`src/rtl/wmi_pkg.sv`:
```
// ============================================================================
// wmi_pkg
// Shared constants, types and helpers of the wavetable morph interpolator.
// ============================================================================
package wmi_pkg;

    localparam int WAVE_ADDR_BITS = 8;
    localparam int WAVE_NUM_BITS  = 6;
    localparam int STORE_ADDR_W   = WAVE_ADDR_BITS + WAVE_NUM_BITS;
    localparam int STORE_DEPTH    = 1 << STORE_ADDR_W;
    localparam int SAMPLE_W       = 16;
    localparam int FRAC_W         = 16;

    localparam logic [13:0] SCALE_1D = 14'h3eff;
    localparam logic [10:0] SCALE_2D = 11'h700;
    localparam logic [FRAC_W-1:0] FRAC_MAX = 16'hFFFF;

    localparam logic [2:0] LAST_K_1D = 3'd3;
    localparam logic [2:0] LAST_K_2D = 3'd7;

    localparam logic [1:0] CFG_TWO_D   = 2'd0;
    localparam logic [1:0] CFG_MORPH_X = 2'd1;
    localparam logic [1:0] CFG_MORPH_Y = 2'd2;

    typedef struct packed {
        logic [2:0]        k;
        logic              last;
        logic              two_d;
        logic [FRAC_W-1:0] f;
        logic [FRAC_W-1:0] b;
        logic [FRAC_W-1:0] cy;
    } t_tag;

    typedef struct packed {
        logic                    vld;
        logic [STORE_ADDR_W-1:0] addr;
        t_tag                    tag;
    } t_rdreq;

    function automatic logic signed [SAMPLE_W-1:0] sat16(input logic signed [18:0] v);
        logic signed [SAMPLE_W-1:0] r;
        if (v > 19'sd32767) begin
            r = 16'sh7FFF;
        end else if (v < -19'sd32768) begin
            r = -16'sh8000;
        end else begin
            r = v[SAMPLE_W-1:0];
        end
        return r;
    endfunction

endpackage

```
`src/rtl/wmi_seq.sv`:
```
// ============================================================================
// wmi_seq
// Read sequencer: takes sample requests, scales the morph position and issues
// the four or eight wave reads of each request.
// ============================================================================
module wmi_seq import wmi_pkg::*; (
    input  logic                i_clk,
    input  logic                i_rst_n,
    input  logic                i_in_valid,
    input  logic                i_func,
    input  logic [31:0]         i_phase,
    input  logic                i_two_d,
    input  logic [15:0]         i_morph_x,
    input  logic [15:0]         i_morph_y,
    input  logic                i_room,
    output logic                o_in_ready,
    output t_rdreq              o_rd
);

    logic                     r_busy;
    logic [2:0]               r_k;
    logic                     r_two_d;
    logic [WAVE_NUM_BITS-1:0] r_wa;
    logic [WAVE_ADDR_BITS-1:0] r_i0;
    logic [FRAC_W-1:0]        r_f;
    logic [FRAC_W-1:0]        r_b;
    logic [FRAC_W-1:0]        r_cy;

    logic                     w_last;
    logic                     w_take;
    logic [29:0]              w_px1;
    logic [26:0]              w_px2;
    logic [26:0]              w_py2;
    logic [WAVE_NUM_BITS-1:0] n_wa;
    logic [FRAC_W-1:0]        n_b;
    logic [FRAC_W-1:0]        n_cy;
    logic [WAVE_NUM_BITS-1:0] w_wave;
    logic [WAVE_ADDR_BITS-1:0] w_idx;

    assign w_last     = r_busy && (r_k == (r_two_d ? LAST_K_2D : LAST_K_1D));
    assign o_in_ready = (!r_busy || w_last) && i_room;
    assign w_take     = i_in_valid && o_in_ready && i_func;

    assign w_px1 = {14'd0, i_morph_x} * {16'd0, SCALE_1D};
    assign w_px2 = {11'd0, i_morph_x} * {16'd0, SCALE_2D};
    assign w_py2 = {11'd0, i_morph_y} * {16'd0, SCALE_2D};

    always_comb begin
        if (i_two_d) begin
            n_wa = {w_py2[26:24], w_px2[26:24]};
            n_b  = w_px2[23:8];
            n_cy = w_py2[23:8];
        end else begin
            n_wa = w_px1[29:24];
            n_b  = w_px1[23:8];
            n_cy = '0;
        end
    end

    always_ff @(posedge i_clk) begin
        if (!i_rst_n) begin
            r_busy <= 1'b0;
            r_k    <= '0;
        end else if (w_take) begin
            r_busy <= 1'b1;
            r_k    <= '0;
        end else if (w_last) begin
            r_busy <= 1'b0;
        end else if (r_busy) begin
            r_k <= r_k + 3'd1;
        end
    end

    always_ff @(posedge i_clk) begin
        if (w_take) begin
            r_two_d <= i_two_d;
            r_wa    <= n_wa;
            r_i0    <= i_phase[31:24];
            r_f     <= i_phase[23:8];
            r_b     <= n_b;
            r_cy    <= n_cy;
        end
    end

    assign w_wave = r_wa + {2'b00, r_k[2], 2'b00, r_k[1]};
    assign w_idx  = r_i0 + {7'd0, r_k[0]};

    always_comb begin
        o_rd.vld       = r_busy;
        o_rd.addr      = {w_wave, w_idx};
        o_rd.tag.k     = r_k;
        o_rd.tag.last  = w_last;
        o_rd.tag.two_d = r_two_d;
        o_rd.tag.f     = r_f;
        o_rd.tag.b     = r_b;
        o_rd.tag.cy    = r_cy;
    end

endmodule

```
`config.mk`:
```
export PLATFORM = sky130hd
export DESIGN_NAME = wmi_seq
export DESIGN_NICKNAME = d
export VERILOG_FILES = /design/src/rtl/wmi_pkg.sv /design/src/rtl/wmi_seq.sv
export SDC_FILE = /design/constraint.sdc
export NUM_CORES = 1
export LEC_CHECK = 0
export ABC_AREA = 1
export ABC_CLOCK_PERIOD_IN_PS = 6050
export BUFFER_PORTS_ARGS = -buffer_cell sky130_fd_sc_hd__buf_2
export CORE_ASPECT_RATIO = 0.8
export CORE_MARGIN = 4
export CORE_UTILIZATION = 30
export DETAILED_ROUTE_END_ITERATION = 16
export PLACE_DENSITY = 0.5
export SYNTH_ARGS = -nofsm -noshare
export SYNTH_HDL_FRONTEND = slang
export SYNTH_SLANG_ARGS = --single-unit
```
`constraint.sdc`:
```
create_clock -name i_clk -period 6.05 [get_ports i_clk]
set_input_delay 0.3025 -clock i_clk [delete_from_list [all_inputs] [get_ports i_clk]]
set_output_delay 0.3025 -clock i_clk [all_outputs]
set_load 0.005 [all_outputs]
```
==> impl_metrics.csv <==
group,metric,value,unit
status,outcome,"completed",
clock_network,worst_setup_hold_path_clk_slew,60,ps
grt,via_count_of_the_first_global_routing_pass,8214,
logic_synthesis,post_synth_inst_count,1237,
placement,place_hpwl,24900,um
clock_network,cts_post_setup_buffers_inserted,0,
timing,worstMarginPinSlew,1050,ps
layout,post_route_cells_drive_above_1_share,13.9,%
clock_network,clkSinkCount,67,
logic_synthesis,synth_area,10300,um2
timing,finalMaxSlewViolations,0,
timing,fraction_of_the_cycle_the_final_worst_path_needs,89.3,%
clock_network,cts-resized-gates,0,
floorplanning,floorplan.initialDensity,30.5,%
logic_synthesis,postSynth.asyncResetShare,0,%
timing,finalHoldViolations,0,
setup_path,worst_setup_path_start_kind,"input pin",
setup_path,r2r-start,"r_k[1]",
logic_synthesis,ys_types,41,
clock_network,level_count_of_the_clock_h_tree,3,
routing,antenna_left,0,
timing,period_minus_slack,5400,ps
timing,timing.setup.tns,0,ps
timing,clock_skew,6.81,ps
setup_path,cp_data_required_time,6130,ps
setup_path,timing.critical_path.arrival,5480,ps
grt,grt_start_max_net_pins,39,
routing,detailedRoute.firstPassIterationCount,4,
floorplanning,std_cell_rows,60,
clock_network,worstSkewPairLatency,330,ps
logic_synthesis,synth-seq-area-share,19.1,%
timing,setup_repair_after_global_routing_missed_its_margin,"no",
routing,detail_route.drc_violations,0,
flow_run,count_of_maximum_capacitance_violations,0,
logic_synthesis,mean_instance_size_in_the_synthesized_netlist,8.34,um2
setup_path,critPathMaxFanout,5,
floorplanning,fp.dieH,174,um
routing,drt-vias-per-instance,4.46,
timing,timing.fmax,185,MHz
routing,drt_first_iter_violations,493,
placement,placement.io_buffers,130,
setup_path,crit_type,"input pin to register",
routing,vias,8121,
logic_synthesis,mappedNetlistNets,1574,
grt,grt_first_pass_wirelength,46100,um
timing,setup_violation_total_in_the_final_timing_report,0,
floorplanning,design.core.area,33800,um2
clock_network,cts_tree,"built",
setup_path,capturing_element_type_of_the_critical_path,"register",
floorplanning,chipWidth,215,um
hold_path,min-delay-start,"i_phase[29]",
logic_synthesis,postSynthRegisterBits,67,
logic_synthesis,synth_edf_count,63,
hold_path,worst_hold_path_type,"input pin to register",
clock_network,cts_hold_buf,0,
clock_network,cts_buffers,9,
grt,gr-usage-all-layers,15.6,%
logic_synthesis,ys.warnings.count,0,
layout,num_antenna_cells,0,
logic_synthesis,synth_top_flop_cell,"edfxtp_1",
layout,nets,1718,
placement,routabilityCongestion,0.899,
floorplanning,ioPinCount,139,
routing,routed_wire_length_per_instance,15.6,um
grt,antenna_violations_before_repair,0,
setup_path,crit_start,"i_morph_x[8]",
clock_network,cts-root-buf,"clkbuf_16",
grt,global_route.overflow_total,0,
routing,route.final.wire_length,28300,um
clock_network,clockBufferDepth,2,
timing,slew_headroom,29.8,%
layout,synthToLayoutAreaGrowth,14.8,%
floorplanning,design.die.area,37400,um2
[state kept, by name (all words and copies together) (netlist names)]
name and cells:
r_wa 6, r_b 16, r_k 3, r_i0 8
r_f 16, r_two_d 1, r_busy 1, r_cy 16
[metrics by stage]
stage          util, %  cells  area [um2]  hold WS [ps]  setup WS, ps
2_1_floorplan        -   1237       10300           401           338
3_3_place_gp      34.2   1804       11500           479           349
3_5_place_dp      34.2   1804       11500           481           329
4_1_cts           35.0   1820       11800           131           681
5_1_grt           35.0   1820       11800           134           330
6_report          35.0   1820       11800           148           648
[cells in the mapped netlist (all sizes together) (2+ instances only)]
| master | instances | area (um2) |
|---|---|---|
| inv | 282 | 1060 |
| nor2 | 78 | 333 |
| fa | 138 | 2760 |
| nand3 | 60 | 315 |
| o21a | 2 | 15.0 |
| a21o | 4 | 30.0 |
| o21bai | 4 | 30.0 |
| nor3 | 6 | 35.0 |
| nand4 | 7 | 43.8 |
| clkbuf | 4 | 25.0 |
| o21ai | 37 | 196 |
| ha | 129 | 1610 |
| or2 | 4 | 25.0 |
| a21oi | 62 | 310 |
| edfxtp | 63 | 1890 |
| xor2 | 12 | 105 |
| xnor2 | 8 | 70.1 |
| dfxtp | 4 | 80.1 |
| nand2 | 312 | 1210 |
| buf | 5 | 31.3 |
| nand3b | 9 | 83.8 |
| a21boi | 3 | 22.5 |
[layout by cell type, fill, tap and decap left out, drive strengths merged, types with 6 or more instances in the layout]
cell type / synthesis / final
xor2: 12 / 12
clkbuf: 4 / 13
o21ai: 37 / 37
nand2: 312 / 312
inv: 282 / 282
a21oi: 62 / 62
nand3b: 9 / 9
nor2: 78 / 78
nand3: 60 / 60
fa: 138 / 138
xnor2: 8 / 8
nand4: 7 / 7
ha: 129 / 129
nor3: 6 / 6
edfxtp: 63 / 63
buf: 5 / 142
[cell type report]
cell class / instances / area (um2)
Clock inverter: 3 / 38.8
Timing Repair Buffer: 142 / 741
Clock buffer: 13 / 250
Inverter: 282 / 1060
Multi-Input combinational cell: 879 / 7230
Sequential cell: 67 / 1970
Fill cell: 3561 / 21900
Tap cell: 434 / 543
[path summary, 6_finish.rpt]
path	end	slack [ps]	cells after the start
max	r_wa[3]	650	22
min reg2reg	r_k[2]	520	2
max reg2reg	r_b[11]	4020	6
min	r_i0[5]	150	1
[critical path, stage by stage]
cell     delay, ps
buf_2          170
inv_1          140
fa_1           710
inv_1          140
fa_1           480
fa_1           580
fa_1           450
fa_1           550
inv_1           50
fa_1           510
inv_1           40
ha_1           370
nand2_2        130
inv_1           40
nand2_1         50
nand2_1         60
nand2_1         70
nand2_1         90
a21oi_1        260
nand3_1        110
nand3_1        110
nand2_1         60
[per-layer routing]
layer  vias up  wire [um]  global-route usage (%)
li1       4129          -                       -
met1      3841      14100                    22.8
met2       139      12800                    25.2
met3        12       1230                    2.75
met4         0        178                    1.72
met5         -          0                       0
[cell families (layout without fill, tap and decap cells)]
kind of cell,count (synthesis),count (layout),share of synthesized area [%]
AND/OR/NAND/NOR,477,477,19.9
buffers and inverters,291,440,10.8
adder cells (fa/ha/maj),267,267,42.4
AO/OA/AOI/OAI,115,115,6.09
flip-flops,67,67,19.1
XOR/XNOR,20,20,1.70
Power is left out: the tool's default activity adds up to more than one toggle a clock period on the data nets, which glitch-free logic cannot reach.
