File: config.mk
export PLATFORM = sky130hd
export DESIGN_NAME = wmi_mix
export DESIGN_NICKNAME = d
export VERILOG_FILES = /design/src/rtl/wmi_pkg.sv /design/src/rtl/wmi_mix.sv
export SDC_FILE = /design/constraint.sdc
export NUM_CORES = 2
export LEC_CHECK = 0
export BUFFER_PORTS_ARGS = -buffer_cell sky130_fd_sc_hd__buf_2
export CAP_MARGIN = 20
export CORE_AREA = 2 2 250 436
export DETAILED_ROUTE_END_ITERATION = 10
export DIE_AREA = 0 0 252 438
export GPL_TIMING_DRIVEN = 1
export PLACE_DENSITY = 0.73
export SETUP_SLACK_MARGIN = 0.1
export SYNTH_ARGS = -nofsm -noshare
export SYNTH_HDL_FRONTEND = slang
export SYNTH_SLANG_ARGS = --single-unit
File: constraint.sdc
create_clock -name i_clk -period 9.55 [get_ports i_clk]
set_clock_uncertainty 0.1 [all_clocks]
set_input_delay 1.4325 -clock i_clk [delete_from_list [all_inputs] [get_ports i_clk]]
set_output_delay 1.4325 -clock i_clk [all_outputs]
set_load 0.01 [all_outputs]
File: src/rtl/wmi_pkg.sv
// ============================================================================
// wmi_pkg
// Shared constants, types and helpers of the wavetable morph interpolator.
// ============================================================================
package wmi_pkg;

    localparam int WAVE_ADDR_BITS = 8;
    localparam int WAVE_NUM_BITS  = 6;
    localparam int STORE_ADDR_W   = WAVE_ADDR_BITS + WAVE_NUM_BITS;
    localparam int STORE_DEPTH    = 1 << STORE_ADDR_W;
    localparam int SAMPLE_W       = 16;
    localparam int FRAC_W         = 16;

    localparam logic [13:0] SCALE_1D = 14'h3eff;
    localparam logic [10:0] SCALE_2D = 11'h700;
    localparam logic [FRAC_W-1:0] FRAC_MAX = 16'hFFFF;

    localparam logic [2:0] LAST_K_1D = 3'd3;
    localparam logic [2:0] LAST_K_2D = 3'd7;

    localparam logic [1:0] CFG_TWO_D   = 2'd0;
    localparam logic [1:0] CFG_MORPH_X = 2'd1;
    localparam logic [1:0] CFG_MORPH_Y = 2'd2;

    typedef struct packed {
        logic [2:0]        k;
        logic              last;
        logic              two_d;
        logic [FRAC_W-1:0] f;
        logic [FRAC_W-1:0] b;
        logic [FRAC_W-1:0] cy;
    } t_tag;

    typedef struct packed {
        logic                    vld;
        logic [STORE_ADDR_W-1:0] addr;
        t_tag                    tag;
    } t_rdreq;

    function automatic logic signed [SAMPLE_W-1:0] sat16(input logic signed [18:0] v);
        logic signed [SAMPLE_W-1:0] r;
        if (v > 19'sd32767) begin
            r = 16'sh7FFF;
        end else if (v < -19'sd32768) begin
            r = -16'sh8000;
        end else begin
            r = v[SAMPLE_W-1:0];
        end
        return r;
    endfunction

endpackage

File: src/rtl/wmi_mix.sv
// ============================================================================
// wmi_mix
// Arithmetic pipeline: phase interpolation, X crossfade, Y crossfade (2D only)
// and saturation over the stream of wave samples read back from the bank.
// ============================================================================
module wmi_mix import wmi_pkg::*; (
    input  logic                       i_clk,
    input  logic                       i_rst_n,
    input  t_rdreq                     i_rd,
    input  logic signed [SAMPLE_W-1:0] i_rdata,
    output logic                       o_res_vld,
    output logic signed [SAMPLE_W-1:0] o_res
);

    logic               r_v0;
    t_tag               r_t0;
    logic               r_va;
    t_tag               r_ta;
    logic signed [32:0] r_pa;
    logic signed [32:0] r_acc1;
    logic               r_vb;
    t_tag               r_tb;
    logic signed [31:0] r_pv;
    logic               r_vc;
    t_tag               r_tc;
    logic signed [48:0] r_pc;
    logic signed [48:0] r_acc2;
    logic               r_vd;
    t_tag               r_td;
    logic signed [16:0] r_row;
    logic               r_ve;
    t_tag               r_te;
    logic signed [33:0] r_pe;
    logic signed [16:0] r_rowe;
    logic signed [33:0] r_acc3;
    logic               r_res_vld;
    logic signed [SAMPLE_W-1:0] r_res;

    logic [FRAC_W-1:0]  w_wa;
    logic [FRAC_W-1:0]  w_wc;
    logic [FRAC_W-1:0]  w_we;
    logic signed [32:0] w_pa;
    logic signed [33:0] w_sv;
    logic signed [48:0] w_pc;
    logic signed [49:0] w_sr;
    logic signed [33:0] w_pe;
    logic signed [34:0] w_sy;

    assign w_wa = r_t0.k[0] ? r_t0.f  : FRAC_MAX - r_t0.f;
    assign w_wc = r_tb.k[1] ? r_tb.b  : FRAC_MAX - r_tb.b;
    assign w_we = r_td.k[2] ? r_td.cy : FRAC_MAX - r_td.cy;

    assign w_pa = i_rdata * $signed({1'b0, w_wa});
    assign w_sv = r_acc1 + r_pa;
    assign w_pc = r_pv * $signed({1'b0, w_wc});
    assign w_sr = r_acc2 + r_pc;
    assign w_pe = r_row * $signed({1'b0, w_we});
    assign w_sy = r_acc3 + r_pe;

    always_ff @(posedge i_clk) begin
        if (!i_rst_n) begin
            r_v0      <= 1'b0;
            r_va      <= 1'b0;
            r_vb      <= 1'b0;
            r_vc      <= 1'b0;
            r_vd      <= 1'b0;
            r_ve      <= 1'b0;
            r_res_vld <= 1'b0;
        end else begin
            r_v0      <= i_rd.vld;
            r_va      <= r_v0;
            r_vb      <= r_va && r_ta.k[0];
            r_vc      <= r_vb;
            r_vd      <= r_vc && r_tc.k[1];
            r_ve      <= r_vd;
            r_res_vld <= r_ve && (!r_te.two_d || r_te.k[2]);
        end
    end

    always_ff @(posedge i_clk) begin
        r_t0 <= i_rd.tag;
        r_ta <= r_t0;
        r_pa <= w_pa;
        if (r_va && !r_ta.k[0]) begin
            r_acc1 <= r_pa;
        end
        r_tb <= r_ta;
        r_pv <= w_sv[31:0];
        r_tc <= r_tb;
        r_pc <= w_pc;
        if (r_vc && !r_tc.k[1]) begin
            r_acc2 <= r_pc;
        end
        r_td  <= r_tc;
        r_row <= w_sr[48:32];
        r_te  <= r_td;
        r_pe  <= w_pe;
        r_rowe <= r_row;
        if (r_ve && !r_te.k[2]) begin
            r_acc3 <= r_pe;
        end
        if (r_te.two_d) begin
            r_res <= sat16(w_sy[34:16]);
        end else begin
            r_res <= sat16({{2{r_rowe[16]}}, r_rowe});
        end
    end

    assign o_res_vld = r_res_vld;
    assign o_res     = r_res;

endmodule

==> flow_summary.toml <==
[synth]
synth_top_family_by_area = "adder cells"
netlist_area_mm2 = 0.05304
ys_ff_latch = 481
synth_warnings = 0
syn_avg_cell_area_um2 = 9.804
synth-edff-count = 115
syn-instance-count = 5410
synth_seq_area_share = 0.2033
synthAdderAreaFrac = 0.4654
async_flop_share = 0
synth_xor_xnor_area_share = 0.03435
ys.flop_type = "dfxtp_1"
syn_nets = 6891
synth-simple-area-share = 0.1364
synth.distinct_cells = 80
synth_compound_area_frac = 0.06476
synthMuxAreaShare = 0.0007785

[global_routing]
antenna_found_initial = 3
grt_use_total = 0.2269
grt_pass1_vias = 41040
grt_max_degree = 50
grt_pass1_wl_um = 198300
gr-total-overflow = 0

[drt]
drt_wl_total_um = 121000
via_per_inst = 5.319
first_iter_violations = 1605
drc = 0
vias = 36330
first_pass_iters = 7
post_drt_wl_per_cell_um = 17.71
detail-route-antenna-nets = 0

[floorplanning]
num_rows = 159
die_area_mm2 = 0.1104
io_pins = 103
core_region_area_mm2 = 0.1070
die_w_um = 252
die_h_um = 438
start_util = 0.4955

[worst_setup_path]
r2r_cells = 23
crit_top_cell = "fa_1"
critPathLaunchType = "register"
r2r-start = "r_td[52]$_DFF_P_"
cp_slowest_cell = "a2111oi_0"
slowest_delay_ps = 770
r2r_end = "r_pe[33]$_DFF_P_"
worst-path-max-fanout = 17
cp_top_family = "adder cells"
cp.arrival_ps = 8790
required_ps = 9990
path_buf_inv = 5
crit_chain = "buf_4 -> xnor2_1 -> buf_4 -> nand2_1 -> fa_1 -> fa_1 -> fa_1 -> fa_1 -> inv_1 -> fa_1 -> inv_1 -> fa_1 -> inv_1 -> ha_1 -> a211oi_1 -> o21ai_0 -> a2111oi_0 -> nor3_1 -> nor3_1 -> o21ai_0 -> a31oi_1 -> o21ai_0 -> xnor2_1"
critPathCaptureType = "register"
critPathKind = "reg2reg"
r2r_slack_ps = 1200

[placed_design]
place_hpwl_um = 98770
io_buffer_count = 87
gp_congestion = 0.9190
post-place-cells = 6738
dp_slack_ps = 1269

[sta]
maxSlewHeadroom = 0.2261
setup_ws_ps = 1199
worst_pin_slew_ps = 1159
fmax_ghz = 0.1198
hold_viol_final = 0
slew_viol_final = 0
setup_viol = 0
timing.final.crit_period_ps = 8351
period_share = 0.8744
grt_setup_unrepaired = "false"
final.setup.tns_ps = 0

[finish]
final_nets = 6900
utilization = 0.5307
layout-drive-gt1-share = 0.05002
fill_cells = 9473
finalNonFillerCells = 6831
syn_to_final_growth_pct = 7.091

[clock_tree]
cts_resized = 0
cts_buffer_depth = 3
h-tree-depth = 2
post_cts_buffers = 0
cts-buffers-inserted = 47
clk_pin_slew_ps = 70
cts.sinks = 481
hold_buffers = 0
clk_latency_ps = 640
cts_root_buf = "clkbuf_16"
cts_tree = "built"

[flow_run]
maxCapViolations = 0

[min_path]
min_delay_path_depth = 0
min_to = "r_ta[16]$_DFF_P_"
holdCritPathClass = "reg2reg"
worstHoldStart = "r_t0[16]$_DFF_P_"

[outcome]
outcome = "completed"
## cell families (layout without fill, tap and decap cells)
logic type / Yosys count / in the layout
AO/OA/AOI/OAI: 522 / 522
adder cells (fa/ha/maj): 1395 / 1395
AND/OR/NAND/NOR: 1457 / 1457
XOR/XNOR: 208 / 208
other: 0 / 5
buffers and inverters: 1343 / 1391
flip-flops: 481 / 481
multiplexers: 4 / 4
## synthesized netlist by cell type (18+ instances only)
cell / instances / share of area
inv_1: 1174 / 0.083
fa_1: 963 / 0.36
nand2_1: 631 / 0.045
and2_1: 485 / 0.057
ha_1: 432 / 0.10
dfxtp_1: 366 / 0.14
a21oi_1: 166 / 0.016
clkbuf_1: 165 / 0.012
xnor2_1: 155 / 0.026
edfxtp_1: 115 / 0.065
nor2_1: 108 / 0.0076
o21ai_0: 94 / 0.0089
a21o_1: 58 / 0.0082
xor2_1: 53 / 0.0088
nor3_1: 47 / 0.0044
nand3_1: 45 / 0.0042
nand2b_1: 33 / 0.0039
o21a_1: 31 / 0.0044
a211oi_1: 22 / 0.0031
nor2b_1: 22 / 0.0026
o21bai_1: 21 / 0.0030
and3_1: 18 / 0.0021
nand4_1: 18 / 0.0021
## placed cells by master, fill, tap and decap left out, drive strengths merged, types with 15 or more instances in the layout
cell type and n:
a211oi 22, and2 485, nand2b 33, inv 1185, clkbuf 56, o21bai 21
fa 963, nand2 631, o21ai 96, nand3 45, nor2b 23, dfxtp 366
nand4 18, buf 128, and3 20, ha 432, nor2 108, xor2 53
clkinv 15, o21a 31, o211ai 16, nor3 47, a31oi 16, a21oi 167
edfxtp 115, xnor2 155, a21o 58
## stage by stage
step	hold slack (ps)	area, um2
finish	212.6	56800
global route	216.3	56790
CTS	214.3	56790
detailed placement	212.1	55150
global placement	209.6	55150
floorplan	209.6	53040
## layout make-up
type | instances | area, um2 | share of cell area
antenna | 5 | 12.51 | 0.0002203
clock buffer | 56 | 1284 | 0.02260
clock inverter | 32 | 349.1 | 0.006146
inverter | 1175 | 4410 | 0.07765
multi-input combinational | 3586 | 37510 | 0.6603
sequential | 481 | 10780 | 0.1898
tap | 1368 | 1712 | 0.03013
timing repair buffer | 128 | 743.2 | 0.01308
## worst max-delay path by stage
stage | start | endpoint | slack, ps | cells past startpoint
4_1_cts | r_td[52]$_DFF_P_ | r_pe[33]$_DFF_P_ | 1240 | 23
6_report | r_td[52]$_DFF_P_ | r_pe[33]$_DFF_P_ | 1200 | 23
3_5_place_dp | r_td[52]$_DFF_P_ | r_pe[33]$_DFF_P_ | 1270 | 23
5_1_grt | r_td[52]$_DFF_P_ | r_pe[33]$_DFF_P_ | 780 | 23
2_1_floorplan | r_tb[51]$_DFF_P_ | r_pc[48]$_DFF_P_ | 2230 | 24
3_3_place_gp | r_td[52]$_DFF_P_ | r_pe[33]$_DFF_P_ | 1260 | 22
## flip-flops by register name, indices dropped and copies added (netlist names), 2 cells and up
| register | cells |
|---|---|
| r_pv | 32 |
| r_acc3 | 34 |
| r_ta | 36 |
| r_pa | 32 |
| r_acc2 | 49 |
| r_row | 17 |
| r_rowe | 17 |
| r_acc1 | 32 |
| r_tc | 19 |
| o_res | 16 |
| r_tb | 35 |
| r_pc | 49 |
| r_td | 18 |
| r_pe | 34 |
| r_t0 | 52 |
| r_te | 2 |
## layer usage
metal	share of wire	wire [um]	vias to the layer above	global-route usage
met5	0	0	-	0
met4	0.073	8780	0	0.1492
met3	0.038	4562	489	0.02592
met2	0.57	68640	1005	0.4589
met1	0.32	38990	18330	0.2070
li1	-	-	16510	-
Power is not shown: default switching activity piles up to over one toggle a cycle in this logic, so the estimate is an artifact.
